### src/rtl/core/lag_one_phase_frequency_estimator_top_assert.svh
// ----------------------------------------------------------------------------
// Lag-one phase frequency estimator assertion macros
// Concurrent assertion wrappers; they compile to nothing for synthesis.
// ----------------------------------------------------------------------------
`ifndef LAG_ONE_PHASE_FREQUENCY_ESTIMATOR_TOP_ASSERT_SVH
`define LAG_ONE_PHASE_FREQUENCY_ESTIMATOR_TOP_ASSERT_SVH

`ifndef SYNTHESIS
// same-cycle implication
`define LOFE_ASSERT_IMPL(lbl, clk, rstn, ante, cons) \
    lbl: assert property (@(posedge clk) disable iff (!(rstn)) (ante) |-> (cons)) \
        else $error("lofe assertion failed");
// next-cycle implication
`define LOFE_ASSERT_NEXT(lbl, clk, rstn, ante, cons) \
    lbl: assert property (@(posedge clk) disable iff (!(rstn)) (ante) |=> (cons)) \
        else $error("lofe assertion failed");
`else
`define LOFE_ASSERT_IMPL(lbl, clk, rstn, ante, cons)
`define LOFE_ASSERT_NEXT(lbl, clk, rstn, ante, cons)
`endif

`endif

### src/rtl/core/lofe_pkg.sv
// ----------------------------------------------------------------------------
// Lag-one phase frequency estimator package
// Shared constants, the arctangent table and controller/datapath types.
// ----------------------------------------------------------------------------
package lofe_pkg;

    // parameter defaults
    localparam int DEF_MAX_STEP      = 1024;
    localparam int DEF_WINDOW_BLOCKS = 3;
    localparam int DEF_SAMPLE_BITS   = 16;
    localparam int DEF_ANGLE_BITS    = 16;
    localparam int DEF_CORDIC_STEPS  = 16;

    // configuration registers
    localparam int STEP_REG_W  = 11;
    localparam int COUNT_REG_W = 13;
    localparam int CFG_DATA_W  = 13;
    localparam int CFG_IDX_W   = 2;
    localparam logic [CFG_IDX_W-1:0] CFG_IDX_STEP  = 2'd0;
    localparam logic [CFG_IDX_W-1:0] CFG_IDX_COUNT = 2'd1;
    localparam logic [STEP_REG_W-1:0]  STEP_RESET  = 11'd16;
    localparam logic [COUNT_REG_W-1:0] COUNT_RESET = 13'd256;
    localparam logic [COUNT_REG_W-1:0] COUNT_LIMIT = 13'd4096;

    localparam int BLOCK_IDX_W = 12;

    // angle unit: normalized magnitude lies in [2^NORM_EXP, 2^(NORM_EXP+1))
    localparam int NORM_EXP = 40;
    localparam int XY_W     = 44;
    localparam int Z_W      = 34;
    localparam int ATAN_W   = 32;
    localparam int ZPI_BITS = 32;
    localparam logic signed [Z_W-1:0] Z_PI = 34'sh0_8000_0000;

    // atan(2^-i), 2^31 = pi
    function automatic logic [ATAN_W-1:0] atan_entry(input logic [4:0] idx);
        logic [ATAN_W-1:0] v;
        unique case (idx)
            5'd0:  v = 32'd536870912;
            5'd1:  v = 32'd316933406;
            5'd2:  v = 32'd167458907;
            5'd3:  v = 32'd85004756;
            5'd4:  v = 32'd42667331;
            5'd5:  v = 32'd21354465;
            5'd6:  v = 32'd10680862;
            5'd7:  v = 32'd5340245;
            5'd8:  v = 32'd2670163;
            5'd9:  v = 32'd1335087;
            5'd10: v = 32'd667544;
            5'd11: v = 32'd333772;
            5'd12: v = 32'd166886;
            5'd13: v = 32'd83443;
            5'd14: v = 32'd41722;
            5'd15: v = 32'd20861;
            5'd16: v = 32'd10430;
            5'd17: v = 32'd5215;
            5'd18: v = 32'd2608;
            5'd19: v = 32'd1304;
            5'd20: v = 32'd652;
            5'd21: v = 32'd326;
            5'd22: v = 32'd163;
            5'd23: v = 32'd81;
            5'd24: v = 32'd41;
            5'd25: v = 32'd20;
            5'd26: v = 32'd10;
            5'd27: v = 32'd5;
            5'd28: v = 32'd3;
            5'd29: v = 32'd1;
            5'd30: v = 32'd1;
            default: v = 32'd0;
        endcase
        return v;
    endfunction

    typedef enum logic [3:0] {
        ST_IDLE,
        ST_MUL,
        ST_ACC,
        ST_DECIDE,
        ST_SUM,
        ST_PREP,
        ST_NORM,
        ST_ITER,
        ST_FIN,
        ST_EMIT,
        ST_BURST,
        ST_ERR
    } state_t;

    typedef struct packed {
        logic load;
        logic mul;
        logic acc;
        logic sum;
        logic prep;
        logic norm;
        logic iter;
        logic fin;
        logic emit;
        logic emit_last;
        logic emit_err;
        logic clear_ray;
    } dp_cmd_t;

    typedef struct packed {
        logic ray_done;
        logic win;
        logic final_blk;
        logic ray_end;
        logic zero_sum;
        logic norm_done;
        logic iter_last;
        logic out_free;
    } dp_status_t;

endpackage

### src/rtl/core/lofe_ctrl.sv
// ----------------------------------------------------------------------------
// Lag-one phase frequency estimator controller
// Sequences one sample through multiply, accumulate, angle and emit steps.
// ----------------------------------------------------------------------------
module lofe_ctrl #(
    parameter int WINDOW_BLOCKS = lofe_pkg::DEF_WINDOW_BLOCKS
) (
    input  logic                 aclk,
    input  logic                 aresetn,
    input  logic                 s_tvalid,
    output logic                 s_tready,
    input  lofe_pkg::dp_status_t st,
    output lofe_pkg::dp_cmd_t    cmd
);

    localparam int BURST_W = (WINDOW_BLOCKS > 1) ? $clog2(WINDOW_BLOCKS) : 1;
    localparam logic [BURST_W-1:0] BURST_LAST = BURST_W'(WINDOW_BLOCKS - 1);

    lofe_pkg::state_t   state_reg, state_next;
    logic [BURST_W-1:0] burst_reg, burst_next;

    always_ff @(posedge aclk) begin
        if (!aresetn) begin
            state_reg <= lofe_pkg::ST_IDLE;
            burst_reg <= '0;
        end else begin
            state_reg <= state_next;
            burst_reg <= burst_next;
        end
    end

    always_comb begin
        state_next = state_reg;
        burst_next = burst_reg;
        cmd        = '0;
        s_tready   = 1'b0;
        unique case (state_reg)
            lofe_pkg::ST_IDLE: begin
                s_tready = 1'b1;
                if (s_tvalid) begin
                    cmd.load = 1'b1;
                    // a finished ray absorbs samples inside the datapath
                    if (!st.ray_done) begin
                        state_next = lofe_pkg::ST_MUL;
                    end
                end
            end
            lofe_pkg::ST_MUL: begin
                cmd.mul    = 1'b1;
                state_next = lofe_pkg::ST_ACC;
            end
            lofe_pkg::ST_ACC: begin
                cmd.acc    = 1'b1;
                state_next = lofe_pkg::ST_DECIDE;
            end
            lofe_pkg::ST_DECIDE: begin
                priority if (st.win) begin
                    state_next = lofe_pkg::ST_SUM;
                end else if (st.ray_end) begin
                    state_next = lofe_pkg::ST_ERR;
                end else begin
                    state_next = lofe_pkg::ST_IDLE;
                end
            end
            lofe_pkg::ST_SUM: begin
                cmd.sum    = 1'b1;
                state_next = lofe_pkg::ST_PREP;
            end
            lofe_pkg::ST_PREP: begin
                cmd.prep   = 1'b1;
                state_next = st.zero_sum ? lofe_pkg::ST_EMIT : lofe_pkg::ST_NORM;
            end
            lofe_pkg::ST_NORM: begin
                cmd.norm = 1'b1;
                if (st.norm_done) begin
                    state_next = lofe_pkg::ST_ITER;
                end
            end
            lofe_pkg::ST_ITER: begin
                cmd.iter = 1'b1;
                if (st.iter_last) begin
                    state_next = lofe_pkg::ST_FIN;
                end
            end
            lofe_pkg::ST_FIN: begin
                cmd.fin    = 1'b1;
                state_next = lofe_pkg::ST_EMIT;
            end
            lofe_pkg::ST_EMIT: begin
                if (st.out_free) begin
                    cmd.emit = 1'b1;
                    priority if (st.final_blk) begin
                        burst_next = '0;
                        state_next = lofe_pkg::ST_BURST;
                    end else if (st.ray_end) begin
                        state_next = lofe_pkg::ST_ERR;
                    end else begin
                        state_next = lofe_pkg::ST_IDLE;
                    end
                end
            end
            lofe_pkg::ST_BURST: begin
                if (st.out_free) begin
                    cmd.emit = 1'b1;
                    if (burst_reg == BURST_LAST) begin
                        cmd.emit_last  = 1'b1;
                        cmd.clear_ray  = st.ray_end;
                        state_next     = lofe_pkg::ST_IDLE;
                    end else begin
                        burst_next = burst_reg + 1'b1;
                    end
                end
            end
            lofe_pkg::ST_ERR: begin
                if (st.out_free) begin
                    cmd.emit_err  = 1'b1;
                    cmd.clear_ray = 1'b1;
                    state_next    = lofe_pkg::ST_IDLE;
                end
            end
            default: begin
                state_next = lofe_pkg::ST_IDLE;
            end
        endcase
    end

endmodule

### config.mk
export PLATFORM = sky130hd
export DESIGN_NAME = lofe_ctrl
export DESIGN_NICKNAME = d
export VERILOG_FILES = /design/src/rtl/core/lag_one_phase_frequency_estimator_top_assert.svh /design/src/rtl/core/lofe_pkg.sv /design/src/rtl/core/lofe_ctrl.sv
export SDC_FILE = /design/constraint.sdc
export NUM_CORES = 1
export LEC_CHECK = 0
export BUFFER_PORTS_ARGS = -buffer_cell sky130_fd_sc_hd__buf_4
export CAP_MARGIN = 20
export CORE_UTILIZATION = 44
export CTS_CLUSTER_DIAMETER = 200
export DETAILED_ROUTE_END_ITERATION = 7
export PLACE_DENSITY = 0.74
export SLEW_MARGIN = 20
export SYNTH_ARGS = -nofsm -noshare
export SYNTH_HDL_FRONTEND = slang
export SYNTH_SLANG_ARGS = --single-unit
### constraint.sdc
create_clock -name aclk -period 1.5 [get_ports aclk]
set_input_delay 0.225 -clock aclk [delete_from_list [all_inputs] [get_ports aclk]]
set_output_delay 0.225 -clock aclk [all_outputs]
set_load 0.02 [all_outputs]
==> results by group, run 1 <==
Power
  – Final Power: 1.36 mW
  – Leakage: 0.499 nW
  – Power density over cell area: slightly above 1000 nW/um^2
  – VDD IR max: 0.628 mV

Timing
  – Slew headroom: 67.8%
  – Fmax: between 600 and 700 MHz
  – Setup violations, final: 7
  – WHS: 0.284 ns
  – Period utilization: 108%
  – Worst Skew: 0.00567 ns
  – Max-slew violations: 0
  – Worst-Margin Slew: 0.471 ns
  – Fin worst setup slack: -0.116 ns
  – Clock period minus worst slack: about 1.6 ns
  – Fin. Hold Viols: 0
  – Unrepaired setup endpoints after global routing: true

Cells and area
  – N_diodes: 0
  – Fin nets: 149
  – Most frequent cells in the layout: 36 x buf_4, 13 x buf_6, 6 x nor2_1
  – Area Overhead vs Synth: 88.9%
  – Largest register FFs: 4
  – Final instance count without filler cells: 151
  – Share of cells above drive strength 1: approximately 64%
  – Most common cell after layout, fill and taps aside: buf_4
  – Filler cells: 74
  – Area of the multi-input gates: 642 um^2
  – Fin util: 88.6%
  – Sequential cell area: 136 um^2

Setup path
  – Worst Setup EP: burst_reg[1]$_SDFFE_PN0P_
  – Worst-path fanout max: 2
  – Worst r2r path cells: 6
  – R2r endpoint: burst_reg[1]$_SDFFE_PN0P_
  – Worst Setup SP: burst_reg[0]$_SDFFE_PN0P_
  – RR Startpoint: burst_reg[0]$_SDFFE_PN0P_
  – WP data arrival: ~1.7 ns
  – WS Path Type: reg -> reg
  – Startpoint class of the critical path: flip-flop
  – Worst EP required: 1.62 ns
  – FF-to-FF setup slack: -0.12 ns
  – Crit. End Element: flip-flop

Floorplanning
  – I/O pins: 24
  – Initial core utilization: 46.9%
  – Row count: 14
  – Die area: 1750 um^2
  – Die height: 41.8 um
  – Core Area: 1490 um^2
  – Die Width: about 42 um

Routing
  – Total wire length: 2840 um
  – Vias: 936
  – DRC Markers: 0
  – DR vias/cell: ~6.2
  – Drt pass-1 iters: 4
  – WL per Instance: 18.8 um
  – Antenna-violating nets left: 0
  – Iter 0 DRT Violations: 23

Status
  – Outcome: complete, but fails checks
  – Failing checks: setup timing

Min path
  – Hold path start: aresetn
  – Hold WC Path Type: in -> reg

Clocking
  – # clock sinks: 6
  – TritonCTS clock tree: built
  – Htree depth: 1
  – Num CTS Buffers: 3
  – Reg clk slew, reported paths: 0.04 ns
  – Post-CTS Hold Buffers: 0
  – Later-pin clock latency in the skew report: 0.25 ns
  – Clock Path Buffers: 2
  – Root Buffer: clkbuf_4

Synthesis
  – Synth warn: 0
  – Async set or reset register ratio after synthesis: 0%
  – Synth Net Count: approximately 100
  – Main synth FF type: dfxtp_1
  – Syn avg cell area: 8.02 um^2
  – Netlist cell types: 40
  – Synthesized instance count: 87
  – Post-synth EDFFs: 0
  – Mapped Area: about 700 um^2
  – Flip-flop and latch count after synthesis: 6
  – Post-synthesis sequential area ratio: 17.2%

Global route
  – GRT Total Usage: between 20% and 30%
  – Global-route wire length before repair: 3660 um
  – GR Overflow Total: 0
  – Vias in the first global route: 843
  – Largest net degree at the start of global routing: 14
  – Antenna violations before repair: 0

Place
  – Inst Count DP: roughly 130
  – Dpl ws: -0.0474 ns
  – PortBufs: 23
  – RD Place Congestion: 0.767
  – Placed wire-length estimate: 1470 um

Job
  – Max-Cap Viols: 0
[cell usage after synthesis, types with 2 or more instances]
| library cell | n | area share, % |
|---|---|---|
| o32ai_1 | 2 | 2.5 |
| buf_6 | 2 | 3.2 |
| or3b_1 | 2 | 2.5 |
| a21oi_1 | 2 | 1.4 |
| nor4_1 | 3 | 2.7 |
| buf_4 | 2 | 2.1 |
| o21a_1 | 2 | 2.1 |
| nand3b_1 | 3 | 3.2 |
| nor2_1 | 9 | 4.8 |
| nor3_1 | 5 | 3.6 |
| o21ai_0 | 2 | 1.4 |
| nand2b_1 | 3 | 2.7 |
| and4bb_2 | 2 | 3.6 |
| nor3b_1 | 2 | 2.1 |
| mux2i_1 | 4 | 5.7 |
| dfxtp_1 | 6 | 17 |
| o21ai_1 | 3 | 2.1 |
| inv_1 | 6 | 3.2 |
| a21oi_2 | 3 | 3.8 |
| nand2_1 | 4 | 2.1 |
[cells by family (layout without fill, tap and decap cells)]
kind of cell	after synthesis	count (layout)	share of synthesized area, %
XOR/XNOR	1	1	1.25
multiplexers	4	4	5.73
AND/OR/NAND/NOR	40	40	37.1
flip-flops	6	6	17.2
AO/OA/AOI/OAI	21	21	25.4
buffers and inverters	14	62	11.5
adder cells (fa/ha/maj)	1	1	1.79
[power by group]
group / switching [mW] / internal, mW
registers: 0.0365 / 0.191
logic: 0.492 / 0.490
clock network: 0.0630 / 0.0908
[layer usage]
metal | share of wire [%] | up-vias | global-route usage [%]
li1 | - | 421 | -
met1 | 37 | 450 | 30.6
met2 | 52 | 50 | 49.7
met3 | 5.7 | 15 | 7.39
met4 | 4.9 | 0 | 4.52
met5 | 0 | - | 0
[cell type report]
class	instances	share of cell area (%)
multi-input combinational	67	48.7
timing repair buffer	52	35.8
sequential	6	10.3
inverter	7	1.99
clock buffer	3	1.71
tap	16	1.52
[metrics by stage]
stage	setup TNS, ns	instance area (um^2)
after global placement	0	977
after detailed placement	-0.101	977
after floorplan	-0.0349	726
after global routing	-0.803	1320
final	-0.358	1320
after CTS	-0.116	1110
[how the worst min path moves through the flow]
stage,to,slack [ns],cells past startpoint
finish,state_reg[3]$_SDFFE_PN0P_,0.28,3
global route,state_reg[3]$_SDFFE_PN0P_,0.28,3
CTS,state_reg[3]$_SDFFE_PN0P_,0.27,3
detailed placement,burst_reg[1]$_SDFFE_PN0P_,0.50,2
global placement,burst_reg[1]$_SDFFE_PN0P_,0.48,2
floorplan,state_reg[1]$_SDFFE_PN0P_,0.37,2
[worst max-delay path, cell delays in order, from the launching register on]
cell	delay, ns
dfxtp_2	0.33
inv_2	0.04
ha_4	0.15
or3b_1	0.38
a21oi_2	0.20
mux2i_1	0.29
nor2_1	0.10
[repair_timing]
action                                  CTS  global route
pin swaps                                 6            10
resized for setup                        17            33
endpoints found under the setup margin   16            14
buffers inserted                          7             7
Note: power is estimated with default switching activity, not from simulation.
==> inputs of run 2 (changes only) <==
--- a/config.mk
+++ b/config.mk
@@ -7,10 +7,13 @@
 export LEC_CHECK = 0
 export BUFFER_PORTS_ARGS = -buffer_cell sky130_fd_sc_hd__buf_4
 export CAP_MARGIN = 20
-export CORE_UTILIZATION = 44
+export CELL_PAD_IN_SITES_DETAIL_PLACEMENT = 0
+export CELL_PAD_IN_SITES_GLOBAL_PLACEMENT = 1
+export CORE_ASPECT_RATIO = 1.5
+export CORE_UTILIZATION = 31
 export CTS_CLUSTER_DIAMETER = 200
 export DETAILED_ROUTE_END_ITERATION = 7
-export PLACE_DENSITY = 0.74
+export PLACE_DENSITY_LB_ADDON = 0.1
 export SLEW_MARGIN = 20
 export SYNTH_ARGS = -nofsm -noshare
 export SYNTH_HDL_FRONTEND = slang
==> results by group, run 2 (synthesis gave the netlist of run 1 again) <==
Global route
  – Global-route wire length before repair: around 3300 um
  – Vias in the first global route: slightly above 700
  – GR Overflow Total: 0
  – Antenna violations before repair: 0
  – Largest net degree at the start of global routing: 13
  – GRT Total Usage: 18.9%

Routing
  – WL per Instance: roughly 14 um
  – Wire length on met2: 1130 um
  – DR vias/cell: 5.31
  – Total wire length: around 2100 um
  – Vias: 802
  – Iter 0 DRT Violations: 8
  – Metal3 WL: 51 um
  – Antenna-violating nets left: 0
  – DRC Markers: 0
  – Drt pass-1 iters: 4
  – Wire length on met1: 893 um
  – DR top layer: met3

Clocking
  – Reg clk slew, reported paths: 0.04 ns
  – Later-pin clock latency in the skew report: 0.24 ns
  – # clock sinks: 6
  – Root Buffer: clkbuf_4
  – TritonCTS clock tree: built
  – Num CTS Buffers: 3
  – Htree depth: 1
  – Clock Path Buffers: 2
  – Post-CTS Hold Buffers: 0

Setup path
  – WS Path Type: reg -> out
  – CP max-delay cell: dfxtp_4
  – Worst-path fanout max: 3
  – FF-to-FF setup slack: approximately 0.04 ns
  – Worst Path Buf+Inv: 2
  – CP Cell Sequence: buf_6, nor4_4, and2_4, buf_6
  – Startpoint class of the critical path: flip-flop
  – Top cell by count, worst path: buf_6
  – Worst EP required: 1.27 ns
  – CP top delay family: simple AND/OR/NAND/NOR gates
  – Crit-path max cell delay: between 0.3 and 0.4 ns
  – Crit. End Element: output port
  – WP data arrival: roughly 1.3 ns

Floorplanning
  – Initial core utilization: 33.6%
  – Die height: roughly 60 um
  – I/O pins: 24
  – Die Width: 40.8 um
  – Row count: 20
  – Die area: 2450 um^2
  – Core Area: roughly 2100 um^2

Min path
  – Hold WC Path Type: in -> reg

Cells and area
  – Most common cell after layout, fill and taps aside: buf_4
  – Share of cells above drive strength 1: 60.5%
  – Fin nets: 143
  – Fin util: 55.7%
  – Area Overhead vs Synth: 65.8%
  – Most frequent cells in the layout: 39 x buf_4, 9 x nor2_1, 7 x buf_6
  – N_diodes: 0
  – Filler cells: 222
  – Largest register FFs: 4

Timing
  – Worst Skew: approximately 0.0014 ns
  – Worst-Margin Slew: 0.304 ns
  – Setup violations, final: 3
  – Period utilization: 101%
  – Fin worst setup slack: -0.0215 ns
  – Clock period minus worst slack: between 1.5 and 2 ns
  – Unrepaired setup endpoints after global routing: true
  – Fmax: 657 MHz
  – Slew headroom: 79.6%
  – Setup TNS: -0.0236 ns
  – Fin. Hold Viols: 0
  – Max-slew violations: 0

Place
  – PortBufs: 23
  – Dpl ws: -0.0565 ns
  – RD Place Congestion: 0.793
  – Placed wire-length estimate: about 1600 um

Power
  – VDD IR max: 0.586 mV
  – Leakage: around 0.45 nW
  – Power density over cell area: 1040 nW/um^2

Status
  – Outcome: complete, but fails checks
  – Failing checks: setup timing

Job
  – Max-Cap Viols: 0
## run 2: per-layer routing
metal / up-vias / GRT usage, %
met5: - / 0
met4: 0 / 2.86
met3: 0 / 2.23
met2: 11 / 34.2
met1: 378 / 22.8
li1: 413 / -
## run 2: worst paths after layout
| path | startpoint | to | cells past startpoint |
|---|---|---|---|
| hold / removal | aresetn | state_reg[1]$_SDFFE_PN0P_ | 3 |
| setup / recovery | state_reg[0]$_SDFFE_PN0P_ | cmd[11] | 4 |
| setup reg to reg | state_reg[0]$_SDFFE_PN0P_ | burst_reg[1]$_SDFFE_PN0P_ | 5 |
| hold reg to reg | burst_reg[1]$_SDFFE_PN0P_ | burst_reg[1]$_SDFFE_PN0P_ | 2 |
## run 2: area by class of cell
cell class / instances / area [um^2] / share of cell area, %
repair buffers: 46 / 372 / 32.1
well taps: 22 / 27.5 / 2.38
clock buffers: 3 / 22.5 / 1.95
multi-input cells: 67 / 563 / 48.6
flip-flops and latches: 6 / 136 / 11.8
inverters: 7 / 36.3 / 3.14
## run 2: repair_timing
| action | 4_1_cts | 5_1_grt |
|---|---|---|
| setup endpoints to repair | 12 | 15 |
| resized for setup | 15 | 13 |
| buffers inserted | 7 | 1 |
| pin swaps | 5 | 3 |
## run 2: worst reg2reg max path, delay by kind of cell, from the launching register on
family                 cells  cell delay (ns)
AO/OA/AOI/OAI              1             0.20
flip-flops                 1             0.34
multiplexers               1             0.21
AND/OR/NAND/NOR            2             0.44
buffers and inverters      1             0.16
## run 2: report_power, final
group / internal [mW] / switching [mW]
sequential: 0.191 / 0.0230
combinational: 0.426 / 0.423
clock: 0.0902 / 0.0535
total: 0.707 / 0.499
## run 2: through the flow
stage	std cells	total power [mW]	instance area, um^2	hold WS (ns)
5_1_grt	151	1.29	1160	0.282
2_1_floorplan	87	0.677	726	0.375
3_3_place_gp	140	0.877	985	0.484
6_report	151	1.21	1160	0.286
3_5_place_dp	140	0.873	985	0.516
4_1_cts	150	1.15	1100	0.278
==> inputs of run 3 (changes only) <==
--- a/config.mk
+++ b/config.mk
@@ -13,6 +13,7 @@
 export CORE_UTILIZATION = 31
 export CTS_CLUSTER_DIAMETER = 200
 export DETAILED_ROUTE_END_ITERATION = 7
+export GPL_TIMING_DRIVEN = 0
 export PLACE_DENSITY_LB_ADDON = 0.1
 export SLEW_MARGIN = 20
 export SYNTH_ARGS = -nofsm -noshare
==> results by group, run 3 (synthesis gave the netlist of run 1 again) <==
Global route
  – Global-route wire length before repair: between 3000 and 4000 um
  – Largest net degree at the start of global routing: 11
  – Vias in the first global route: 706
  – GR Overflow Total: 0
  – Antenna violations before repair: 0
  – GRT Total Usage: 20.0%

Floorplanning
  – Initial core utilization: 33.6%
  – Die Width: 40.8 um
  – I/O pins: 24
  – Die height: 60.1 um
  – Core Area: 2080 um^2
  – Row count: 20
  – Die area: 2450 um^2

Routing
  – Iter 0 DRT Violations: 30
  – Drt pass-1 iters: 4
  – DRC Markers: 0
  – WL per Instance: 14.9 um
  – Antenna-violating nets left: 0
  – Total wire length: roughly 2200 um
  – Vias: 816
  – DR vias/cell: 5.44

Timing
  – Max-slew violations: 0
  – Worst-Margin Slew: 0.369 ns
  – Slew headroom: 74.8%
  – Unrepaired setup endpoints after global routing: true
  – Setup violations, final: 9
  – Fin worst setup slack: -0.0960 ns
  – Worst Skew: 0.00425 ns
  – Period utilization: 106%
  – WHS: 0.283 ns
  – Clock period minus worst slack: 1.60 ns
  – Fin. Hold Viols: 0
  – Fmax: 627 MHz
  – Setup TNS: -0.381 ns

Status
  – Failing checks: setup timing
  – Outcome: complete, but fails checks

Cells and area
  – Finished Cell Area: 1190 um^2
  – Most frequent cells in the layout: 35 x buf_4, 8 x nor2_1, 6 x buf_6
  – Fin nets: 142
  – Fin util: 57.2%
  – Largest register FFs: 4
  – Area Overhead vs Synth: 70.1%
  – Most common cell after layout, fill and taps aside: buf_4
  – N_diodes: 0
  – Final instance count without filler cells: 150
  – Share of cells above drive strength 1: approximately 58%

Setup path
  – Worst EP required: 1.27 ns
  – Worst r2r path cells: 6
  – FF-to-FF setup slack: -0.03 ns
  – WP data arrival: approximately 1.4 ns
  – Worst-path fanout max: 10
  – WS Path Type: reg -> out
  – R2r endpoint: burst_reg[1]$_SDFFE_PN0P_
  – RR Startpoint: state_reg[1]$_SDFFE_PN0P_
  – Startpoint class of the critical path: flip-flop
  – Crit. End Element: output port

Clocking
  – Later-pin clock latency in the skew report: between 0.2 and 0.25 ns
  – Post-CTS Hold Buffers: 0
  – TritonCTS clock tree: built
  – Htree depth: 1
  – # clock sinks: 6
  – Reg clk slew, reported paths: 0.05 ns
  – Root Buffer: clkbuf_4
  – Num CTS Buffers: 3
  – Clock Path Buffers: 2

Place
  – Dpl ws: -0.127 ns
  – Placed instance area: 926 um^2
  – RD Place Congestion: 0.797
  – Inst Count DP: 132
  – Placed wire-length estimate: 1510 um
  – PortBufs: 23

Power
  – Final Power: 1.31 mW
  – VDD IR max: about 0.56 mV
  – Leakage: 0.456 nW
  – Power density over cell area: 1100 nW/um^2

Job
  – Max-Cap Viols: 0

Min path
  – Hold WC Path Type: in -> reg
  – Hold path start: aresetn
  – Min-Delay Endpoint: state_reg[3]$_SDFFE_PN0P_
  – Hold Path Cell Cnt: 3
[run 3: cell count changes in the layout (fill, tap and decap cells not counted), moves of 2 or more]
cell | previous run | this run
buf_12 | 0 | 2
dfxtp_2 | 1 | 3
nor3_2 | 3 | 1
nor3_1 | 2 | 4
dfxtp_4 | 4 | 1
buf_4 | 39 | 35
[run 3: routing by layer]
metal / wire length, um / up-vias / GRT usage (%)
li1: - / 409 / -
met4: 6 / 0 / 5.71
met1: 938 / 385 / 23.4
met5: 0 / - / 0
met3: 58 / 2 / 2.23
met2: 1230 / 20 / 35.8
[run 3: final cells by class]
class / instances / area, um^2
Buffer: 7 / 101
Fill cell: 200 / 890
Timing Repair Buffer: 38 / 309
Clock buffer: 3 / 22.5
Sequential cell: 6 / 128
Multi-Input combinational cell: 67 / 563
Inverter: 7 / 36.3
Tap cell: 22 / 27.5
[run 3: worst max-delay path, cell delays in order (launching register included)]
cell and delay [ns]:
dfxtp_4 0.35, clkbuf_16 0.16, nand3b_1 0.23, nor3_1 0.22, buf_4 0.17
[run 3: what timing repair did]
item | CTS | global route
resized for setup | 22 | 8
setup buffers | 11 | 4
gates cloned | 0 | 0
setup endpoints to repair | 14 | 15
pin swaps | 9 | 3
[run 3: worst max-delay path by stage]
stage,startpoint,endpoint,slack [ns],cells after the start
after floorplan,state_reg[3]$_SDFFE_PN0P_,cmd[0],-0.03,4
final,state_reg[2]$_SDFFE_PN0P_,cmd[0],-0.1,4
after global placement,burst_reg[0]$_SDFFE_PN0P_,burst_reg[1]$_SDFFE_PN0P_,-0.07,6
after global routing,state_reg[2]$_SDFFE_PN0P_,cmd[0],-0.16,4
after detailed placement,burst_reg[0]$_SDFFE_PN0P_,burst_reg[1]$_SDFFE_PN0P_,-0.13,6
after CTS,state_reg[2]$_SDFFE_PN0P_,cmd[0],-0.1,4
[run 3: power breakdown]
group,total (mW),internal [mW],switching [mW]
logic,0.974,0.501,0.473
registers,0.192,0.183,0.00902
clock network,0.144,0.0902,0.0533
total,1.31,0.774,0.535
